**src/design/bilrgba_pkg.sv**
```systemverilog
// Shared constants for the bilinear RGBA blend pipeline.
// No dependencies; used by every stage module and the top level.
package bilrgba_pkg;

  // One color channel is one byte; a pixel holds four of them (ARGB).
  localparam int CHAN_W   = 8;
  localparam int NUM_CHAN = 4;
  localparam int PIX_W    = CHAN_W * NUM_CHAN;

endpackage

```
**src/design/bilrgba_hstage.sv**
```systemverilog
// Pipeline stage 1: horizontal blend of the lower and upper pixel rows.
// Depends on bilrgba_pkg.
module bilrgba_hstage #(
  parameter int FRAC_BITS = 8
) (
  input  logic                                   clk,
  input  logic                                   rst,
  input  logic                                   in_valid,
  output logic                                   in_ready,
  input  logic [bilrgba_pkg::PIX_W-1:0]           lower_left,
  input  logic [bilrgba_pkg::PIX_W-1:0]           lower_right,
  input  logic [bilrgba_pkg::PIX_W-1:0]           upper_left,
  input  logic [bilrgba_pkg::PIX_W-1:0]           upper_right,
  input  logic [FRAC_BITS-1:0]                    frac_x,
  input  logic [FRAC_BITS-1:0]                    frac_y,
  output logic                                   out_valid,
  input  logic                                   out_ready,
  output logic [bilrgba_pkg::NUM_CHAN-1:0][bilrgba_pkg::CHAN_W+FRAC_BITS-1:0] lo_row,
  output logic [bilrgba_pkg::NUM_CHAN-1:0][bilrgba_pkg::CHAN_W+FRAC_BITS-1:0] hi_row,
  output logic [FRAC_BITS-1:0]                    frac_y_q
);

  localparam int RW = bilrgba_pkg::CHAN_W + FRAC_BITS;
  localparam logic [FRAC_BITS:0] ONE = {1'b1, {FRAC_BITS{1'b0}}};

  logic [FRAC_BITS:0]                           w_left;
  logic [bilrgba_pkg::NUM_CHAN-1:0][RW:0]       lo_sum;
  logic [bilrgba_pkg::NUM_CHAN-1:0][RW:0]       hi_sum;
  logic                                         valid;

  assign w_left = ONE - {1'b0, frac_x};

  // Each row sum is at most 255 * one, so it fits in CHAN_W + FRAC_BITS bits.
  always_comb begin
    for (int c = 0; c < bilrgba_pkg::NUM_CHAN; c++) begin
      lo_sum[c] = (RW+1)'(w_left)
                  * (RW+1)'(lower_left[c*bilrgba_pkg::CHAN_W +: bilrgba_pkg::CHAN_W])
                + (RW+1)'(frac_x)
                  * (RW+1)'(lower_right[c*bilrgba_pkg::CHAN_W +: bilrgba_pkg::CHAN_W]);
      hi_sum[c] = (RW+1)'(w_left)
                  * (RW+1)'(upper_left[c*bilrgba_pkg::CHAN_W +: bilrgba_pkg::CHAN_W])
                + (RW+1)'(frac_x)
                  * (RW+1)'(upper_right[c*bilrgba_pkg::CHAN_W +: bilrgba_pkg::CHAN_W]);
    end
  end

  assign in_ready  = !valid || out_ready;
  assign out_valid = valid;

  always_ff @(posedge clk) begin
    if (rst) begin
      valid <= 1'b0;
    end else if (in_ready) begin
      valid <= in_valid;
    end
  end

  always_ff @(posedge clk) begin
    if (in_ready && in_valid) begin
      for (int c = 0; c < bilrgba_pkg::NUM_CHAN; c++) begin
        lo_row[c] <= lo_sum[c][RW-1:0];
        hi_row[c] <= hi_sum[c][RW-1:0];
      end
      frac_y_q <= frac_y;
    end
  end

endmodule

```
**src/design/bilrgba_vstage.sv**
```systemverilog
// Pipeline stage 2: vertical blend of the two row results, full precision.
// Depends on bilrgba_pkg.
module bilrgba_vstage #(
  parameter int FRAC_BITS = 8
) (
  input  logic                                   clk,
  input  logic                                   rst,
  input  logic                                   in_valid,
  output logic                                   in_ready,
  input  logic [bilrgba_pkg::NUM_CHAN-1:0][bilrgba_pkg::CHAN_W+FRAC_BITS-1:0] lo_row,
  input  logic [bilrgba_pkg::NUM_CHAN-1:0][bilrgba_pkg::CHAN_W+FRAC_BITS-1:0] hi_row,
  input  logic [FRAC_BITS-1:0]                    frac_y,
  output logic                                   out_valid,
  input  logic                                   out_ready,
  output logic [bilrgba_pkg::NUM_CHAN-1:0][bilrgba_pkg::CHAN_W+2*FRAC_BITS-1:0] blend
);

  localparam int SW = bilrgba_pkg::CHAN_W + 2*FRAC_BITS;
  localparam logic [FRAC_BITS:0] ONE = {1'b1, {FRAC_BITS{1'b0}}};

  logic [FRAC_BITS:0]                           w_lower;
  logic [bilrgba_pkg::NUM_CHAN-1:0][SW:0]       v_sum;
  logic                                         valid;

  assign w_lower = ONE - {1'b0, frac_y};

  always_comb begin
    for (int c = 0; c < bilrgba_pkg::NUM_CHAN; c++) begin
      v_sum[c] = (SW+1)'(w_lower) * (SW+1)'(lo_row[c])
               + (SW+1)'(frac_y) * (SW+1)'(hi_row[c]);
    end
  end

  assign in_ready  = !valid || out_ready;
  assign out_valid = valid;

  always_ff @(posedge clk) begin
    if (rst) begin
      valid <= 1'b0;
    end else if (in_ready) begin
      valid <= in_valid;
    end
  end

  always_ff @(posedge clk) begin
    if (in_ready && in_valid) begin
      for (int c = 0; c < bilrgba_pkg::NUM_CHAN; c++) begin
        blend[c] <= v_sum[c][SW-1:0];
      end
    end
  end

endmodule

```
**src/design/bilrgba_round.sv**
```systemverilog
// Pipeline stage 3: half-up rounding to 8 bits per channel; output register.
// Depends on bilrgba_pkg.
module bilrgba_round #(
  parameter int FRAC_BITS = 8
) (
  input  logic                                   clk,
  input  logic                                   rst,
  input  logic                                   in_valid,
  output logic                                   in_ready,
  input  logic [bilrgba_pkg::NUM_CHAN-1:0][bilrgba_pkg::CHAN_W+2*FRAC_BITS-1:0] blend,
  output logic                                   out_valid,
  input  logic                                   out_ready,
  output logic [bilrgba_pkg::PIX_W-1:0]           pixel
);

  localparam int SW = bilrgba_pkg::CHAN_W + 2*FRAC_BITS;
  localparam logic [SW:0] HALF = (SW+1)'(1) << (2*FRAC_BITS - 1);

  logic [bilrgba_pkg::NUM_CHAN-1:0][SW:0]       rnd;
  logic                                         valid;

  // The sum stays below 255.5 * one * one, so the rounded value never exceeds 255.
  always_comb begin
    for (int c = 0; c < bilrgba_pkg::NUM_CHAN; c++) begin
      rnd[c] = {1'b0, blend[c]} + HALF;
    end
  end

  assign in_ready  = !valid || out_ready;
  assign out_valid = valid;

  always_ff @(posedge clk) begin
    if (rst) begin
      valid <= 1'b0;
    end else if (in_ready) begin
      valid <= in_valid;
    end
  end

  always_ff @(posedge clk) begin
    if (in_ready && in_valid) begin
      for (int c = 0; c < bilrgba_pkg::NUM_CHAN; c++) begin
        pixel[c*bilrgba_pkg::CHAN_W +: bilrgba_pkg::CHAN_W] <= rnd[c][SW-1:2*FRAC_BITS];
      end
    end
  end

endmodule

```
**src/design/bilinear_rgba_blend.sv**
```systemverilog
// Bilinear ARGB8888 blend. Throughput is one request per cycle while the result side takes
// results; a three-stage register pipeline (row multiply-add, column multiply-add, rounding
// add) carries each request, and stalls propagate back through ready.
// Reset (rst, synchronous, active high) clears the stage valid bits; data registers
// are not reset. Depends on bilrgba_pkg, bilrgba_hstage, bilrgba_vstage, bilrgba_round.
module bilinear_rgba_blend #(
  parameter int FRAC_BITS = 8
) (
  input  logic         clk,
  input  logic         rst,
  // Request channel.
  input  logic         s_axis_tvalid,
  output logic         s_axis_tready,
  // tdata, from bit 0 up: lower_left[31:0], lower_right[31:0], upper_left[31:0],
  // upper_right[31:0], frac_x[7:0], frac_y[7:0].
  input  logic [143:0] s_axis_tdata,
  // Result channel.
  output logic         m_axis_tvalid,
  input  logic         m_axis_tready,
  // tdata, from bit 0 up: blended_pixel[31:0].
  output logic [31:0]  m_axis_tdata
);

  localparam int RW = bilrgba_pkg::CHAN_W + FRAC_BITS;
  localparam int SW = bilrgba_pkg::CHAN_W + 2*FRAC_BITS;

  // Unpacked request fields.
  logic [bilrgba_pkg::PIX_W-1:0] lower_left;
  logic [bilrgba_pkg::PIX_W-1:0] lower_right;
  logic [bilrgba_pkg::PIX_W-1:0] upper_left;
  logic [bilrgba_pkg::PIX_W-1:0] upper_right;
  logic [7:0]                    frac_x;
  logic [7:0]                    frac_y;
  logic [FRAC_BITS+7:0]          frac_x_ext;
  logic [FRAC_BITS+7:0]          frac_y_ext;

  // Stage interconnect.
  logic                                          h_valid;
  logic                                          v_ready;
  logic [bilrgba_pkg::NUM_CHAN-1:0][RW-1:0]      lo_row;
  logic [bilrgba_pkg::NUM_CHAN-1:0][RW-1:0]      hi_row;
  logic [FRAC_BITS-1:0]                          frac_y_q;
  logic                                          v_valid;
  logic                                          r_ready;
  logic [bilrgba_pkg::NUM_CHAN-1:0][SW-1:0]      blend;

  assign lower_left  = s_axis_tdata[31:0];
  assign lower_right = s_axis_tdata[63:32];
  assign upper_left  = s_axis_tdata[95:64];
  assign upper_right = s_axis_tdata[127:96];
  assign frac_x      = s_axis_tdata[135:128];
  assign frac_y      = s_axis_tdata[143:136];

  // The fractions carry FRAC_BITS fractional bits. With fewer than eight, the
  // upper field bits are an integer part and are dropped; with more, the field is
  // zero-extended, so the largest fraction is 255 / 2^FRAC_BITS.
  assign frac_x_ext = {{FRAC_BITS{1'b0}}, frac_x};
  assign frac_y_ext = {{FRAC_BITS{1'b0}}, frac_y};

  // Stage 1 forms both row blends for all four channels in parallel.
  bilrgba_hstage #(
    .FRAC_BITS(FRAC_BITS)
  ) u_hstage (
    .clk        (clk),
    .rst        (rst),
    .in_valid   (s_axis_tvalid),
    .in_ready   (s_axis_tready),
    .lower_left (lower_left),
    .lower_right(lower_right),
    .upper_left (upper_left),
    .upper_right(upper_right),
    .frac_x     (frac_x_ext[FRAC_BITS-1:0]),
    .frac_y     (frac_y_ext[FRAC_BITS-1:0]),
    .out_valid  (h_valid),
    .out_ready  (v_ready),
    .lo_row     (lo_row),
    .hi_row     (hi_row),
    .frac_y_q   (frac_y_q)
  );

  // Stage 2 blends the rows vertically and keeps all 2*FRAC_BITS fraction bits.
  bilrgba_vstage #(
    .FRAC_BITS(FRAC_BITS)
  ) u_vstage (
    .clk      (clk),
    .rst      (rst),
    .in_valid (h_valid),
    .in_ready (v_ready),
    .lo_row   (lo_row),
    .hi_row   (hi_row),
    .frac_y   (frac_y_q),
    .out_valid(v_valid),
    .out_ready(r_ready),
    .blend    (blend)
  );

  // Stage 3 rounds once, half up, and is the output register; a waiting result
  // blocks new requests once the earlier stages are full, through ready.
  bilrgba_round #(
    .FRAC_BITS(FRAC_BITS)
  ) u_round (
    .clk      (clk),
    .rst      (rst),
    .in_valid (v_valid),
    .in_ready (r_ready),
    .blend    (blend),
    .out_valid(m_axis_tvalid),
    .out_ready(m_axis_tready),
    .pixel    (m_axis_tdata)
  );

`ifndef SYNTHESIS
  // A ready sink means no stage holds, so the block must take requests.
  a_no_backpressure: assert property (@(posedge clk) disable iff (rst)
    m_axis_tready |-> s_axis_tready)
    else $error("request refused while the result side is ready");

  // The pipeline comes out of reset empty.
  a_reset_empty: assert property (@(posedge clk)
    $past(rst) |-> !m_axis_tvalid)
    else $error("result valid right after reset");

  // With the sink ready throughout, an accepted request reaches the output without a stall.
  a_latency: assert property (@(posedge clk) disable iff (rst)
    (s_axis_tvalid && s_axis_tready && m_axis_tready) ##1 m_axis_tready
      ##1 m_axis_tready |=> m_axis_tvalid)
    else $error("result missing three cycles after request");

  // Only a completely full pipeline may refuse a request.
  a_full_stall: assert property (@(posedge clk) disable iff (rst)
    !s_axis_tready |-> (h_valid && v_valid && m_axis_tvalid && !m_axis_tready))
    else $error("request refused while a stage is free");
`endif

endmodule
```
**config.mk**
```make
export PLATFORM = sky130hd
export DESIGN_NAME = bilinear_rgba_blend
export DESIGN_NICKNAME = d
export VERILOG_FILES = /design/src/design/bilrgba_pkg.sv /design/src/design/bilrgba_hstage.sv /design/src/design/bilrgba_vstage.sv /design/src/design/bilrgba_round.sv /design/src/design/bilinear_rgba_blend.sv
export SDC_FILE = /design/constraint.sdc
export NUM_CORES = 2
export LEC_CHECK = 0
export ABC_AREA = 0
export BUFFER_PORTS_ARGS = -buffer_cell sky130_fd_sc_hd__buf_2
export CAP_MARGIN = 20
export CORE_MARGIN = 8
export CORE_UTILIZATION = 42
export CTS_BUF_LIST = sky130_fd_sc_hd__clkbuf_8
export CTS_CLUSTER_DIAMETER = 100
export CTS_CLUSTER_SIZE = 24
export DETAILED_ROUTE_END_ITERATION = 7
export GPL_ROUTABILITY_DRIVEN = 0
export SLEW_MARGIN = 20
export SYNTH_ARGS = -nofsm -noshare
export SYNTH_HDL_FRONTEND = slang
export SYNTH_SLANG_ARGS = --single-unit
```
**constraint.sdc**
```tcl
create_clock -name clk -period 13.4 [get_ports clk]
set_input_delay 2.68 -clock clk [delete_from_list [all_inputs] [get_ports clk]]
set_output_delay 2.68 -clock clk [all_outputs]
set_load 0.01 [all_outputs]
```
* Yosys cells after proc, flatten, opt, wreduce, memory -nomap -nowiden
Cells that the tools add are included.
Operators by class: add/sub/neg operators 18, reductions and logical operators 9, $mul 24
Operators by type and width (number):
- 16-bit adder | 8
- 8-bit by 8-bit multiplier with 16-bit output | 8
- 9-bit by 8-bit multiplier with 16-bit output | 8
- 24-bit by 16-bit adder with 24-bit output, second input constant | 4
- 24-bit adder | 4
- 8-bit by 16-bit multiplier with 24-bit output | 4
- 9-bit by 16-bit multiplier with 24-bit output | 4
- 9-bit by 8-bit subtractor with 9-bit output, first input constant | 2
- 1-bit logical AND | 3
- 1-bit logical NOT | 3
- 1-bit logical OR | 3
Storage, ports and cells: output and inout bits 34, logic and storage cells 68, input port bits 148, register bits after elaboration 267

* Depth between registers and ports, before layout
word-level depth 5, gate-level depth with buffers 30, mapped depth without buffers 26

* By module
Synthesis repeated with hierarchy kept, for this count alone.
Second synthesis, totals: cells, all modules 8534, area total of the unflattened synthesis 79826.6 um2
By module, submodules not included:
- bilrgba_hstage | seq. area each 4103.9 um2, cells each 4328, times used 1, area an instance 40689.0 um2
- bilrgba_vstage | seq. area each 2902.8 um2, cells each 4095, times used 1, area an instance 37608.6 um2
- bilrgba_round | seq. area each 980.9 um2, cells each 111, times used 1, area an instance 1529.0 um2

* Least setup slack after synthesis
OpenSTA, ideal clock, no wires.
path type in2reg, start input port m_axis_tready, end register u_hstage.frac_y_q[0], enable pin, library setup time 0.713 ns, path slack 3.128 ns, required time 12.687 ns, buffers on the path 0, stages 2, arrival 9.559 ns, path through nor2b_1 > a31oi_1
Between the ends: word-level cells in the longest chain between the ends 4
Ends and longest elaborated chain:
- start: declaration | line bilinear_rgba_blend.sv:19 | input logic m_axis_tready,
- 1-bit logical OR | line bilrgba_round.sv:29 | assign in_ready = !valid || out_ready;
- 1-bit logical OR | line bilrgba_vstage.sv:34 | assign in_ready = !valid || out_ready;
- 1-bit logical OR | line bilrgba_hstage.sv:47 | assign in_ready = !valid || out_ready;
- 1-bit logical AND | line bilrgba_hstage.sv:59 | if (in_ready && in_valid) begin
- end signal: assignment | line bilrgba_hstage.sv:64 | frac_y_q <= frac_y;
- end: declaration | line bilrgba_hstage.sv:20 | output logic [FRAC_BITS-1:0] frac_y_q
No other way between the ends. A chain may end at the register's enable or synchronous reset.

==> metrics.cfg <==
[final_layout]
drive_above_1_share_pct = 3.81
layout_commonest_cell = inv_1
fin_nets = 10800
area_growth_syn_to_layout_pct = 4.99
final_cell_mix = inv_1 (2220), fa_1 (1688), and2_1 (1169)

[setup_path]
reg2reg_slack_ns = 4.49
reg2reg_to = u_vstage.blend[47]
cp_common_cell = fa_1
r2r-start = u_hstage.frac_y_q[1]
end_kind = register
critPathArrivalTime_ns = 9.55
ff2ff_path_depth = 26
path_class = input pin to register
crit_chain = buf_4, inv_1, ha_2, nand2_1, or3_1, xor2_4, buf_4, nand2_1, fa_1, inv_1, fa_1, fa_1, fa_1, inv_1, fa_1, fa_1, inv_1, ha_1, a21o_1, a31o_2, a211o_1, a31oi_1, o21bai_1, xnor2_1
slowest_stage = fa_1
max_stage_delay_ns = 0.57
worst_ep_required_time_ns = 13.84
startpoint_type = input pin
critPathMaxFanout = 33

[grt]
grt_max_degree = 137
grt_pass1_wl_um = 316000
grt_remaining_overflow = 0
grt_usage_pct = 20.4
grt_pass1_vias = 57800
antenna_found_initial = 40

[min_path]
min_to = u_round.pixel[15]
hp-start = u_vstage.blend[47]
hold_depth = 1
worstHoldPathType = register to register

[place]
dp_hpwl_um = 154000
io_buffers = 181

[run_status]
outcome = finished, final reports clean

[timing]
setup_viol = 0
hold_viol = 0
setup_tns_ns = 0
min_period_ns = 9.11
maxSlewViolCount = 0
max_slew_margin_pct = 30.8
fin_crit_sh_pct = 68.0
fmax_ghz = 0.110
rsz0062_at_grt = no
worst_pin_slew_ns = 1.04
clock_skew_ns = 0.0302

[drt]
remaining_drc_errors = 0
route.met3.wl_um = 11100
vias_per_cell = 4.97
routed_wl_um = 194000
top_layer_used = met5
via_count = 52300
met2_length_um = 90000
drt_iter0_drc = 2767
met1_length_um = 88400
avgRoutedWirePerCell_um = 18.4
ant_nets = 0
firstDrtPassIters = 5

[cts]
clock_latency_ns = 0.69
clock_sinks = 207
cts_tree = built
cts-root-buf = clkbuf_8
post_cts_resized = 0
post_cts_buffers = 0
clockBufferDepth = 3
postCtsHoldBufs = 0
cts_buffers = 21
path_clk_slew_ns = 0.11
htreeDepth = 1

[die]
die-area_mm2 = 0.195
die_x_um = 441
core_mm2 = 0.180
die_y_um = 441
num_io_pins = 182
rows = 156
start_util_pct = 42.1

[logic_synthesis]
avgSynthCellArea_um2 = 9.27
ys_seq_area_share_pct = 8.15
ys_seq_elements = 207
synth_warnings = 0
async_flop_share_pct = 0
yosysUniqueCellTypes = 59
synth_fp_nets = 10800
synthFlopType = edfxtp_1
syn_inst = 8188
syn-cell-area_mm2 = 0.0759
synth-edff-count = 204

[job]
cap_violations = 0

worst max path at each step:
| stage | start | endpoint |
|---|---|---|
| floorplan | m_axis_tready | u_hstage.frac_y_q[0] |
| global placement | s_axis_tdata[128] | u_hstage.hi_row[31] |
| detailed placement | s_axis_tdata[128] | u_hstage.hi_row[15] |
| CTS | s_axis_tdata[128] | u_hstage.hi_row[15] |
| global route | u_hstage.frac_y_q[1] | u_vstage.blend[70] |
| finish | s_axis_tdata[128] | u_hstage.hi_row[15] |
synthesized netlist by cell type, types with 16 or more instances:
library cell	count	area share (%)
inv_1	2219	11
xnor2_1	189	2.2
a21o_1	40	0.40
edfxtp_1	204	8.1
a21oi_1	82	0.54
ha_1	802	13
clkbuf_1	223	1.1
fa_1	1688	45
or3_1	16	0.13
nand3_1	38	0.25
nand2_1	1058	5.2
o21ai_0	21	0.14
buf_1	92	0.45
and2_1	1169	9.6
and3_1	17	0.14
nor2b_1	17	0.14
nor3_1	36	0.24
xor2_1	60	0.69
nor2_1	66	0.33
state kept, by name, indices dropped and copies added, names as in the netlist:
signal              cells
u_hstage.out_valid      1
u_hstage.lo_row        64
u_hstage.hi_row        64
u_round.pixel          32
u_vstage.out_valid      1
u_round.out_valid       1
u_vstage.blend         36
u_hstage.frac_y_q       8
layout make-up:
class,instances,area [um2]
clock inverters,15,206
repair buffers,227,1290
well taps,2370,2970
diodes,27,67.6
inverters,2219,8330
multi-input cells,5441,60400
flip-flops and latches,207,6190
fillers,17500,100000
clock buffers,21,289
metrics by stage:
step                      hold slack, ns  instance area, um2  util, %  cells  worst slack [ns]
final                              0.565               79700     44.2  10500              4.29
after global routing               0.594               79700     44.2  10500              3.91
after CTS                          0.570               79600     44.2  10500              3.84
after detailed placement           0.543               79100     43.9  10500              3.06
after global placement             0.544               79100     43.9  10500              3.18
after floorplan                    0.476               75900        -   8188              3.13
worst max-delay path, delay by kind of cell:
kind	cells	cell delay [ns]
xor gates and xnor gates	2	0.61
and+or+nand+nor	3	0.73
buffers and inverters	6	0.92
adders and majority gates	8	3.59
AOI/OAI and AO/OA	5	0.96
kinds of logic (layout without fill, tap and decap cells):
logic type / count (synthesis) / count (layout) / synth area share [%]
AO/OA/AOI/OAI: 243 / 243 / 2.14
flip-flops: 207 / 207 / 8.15
adder cells (fa/ha/maj): 2490 / 2490 / 57.7
other: 0 / 27 / 0
XOR/XNOR: 250 / 250 / 2.89
AND/OR/NAND/NOR: 2458 / 2458 / 16.5
buffers and inverters: 2540 / 2482 / 12.6
routing by layer:
metal / vias to the layer above / global-route usage, %
met5: - / 0
met4: 2 / 4.92
met3: 252 / 2.44
met2: 1378 / 33.6
met1: 27200 / 29.0
li1: 23500 / -
Power is left out: the tool's default activity adds up to more than one toggle a clock period on the data nets, which glitch-free logic cannot reach.
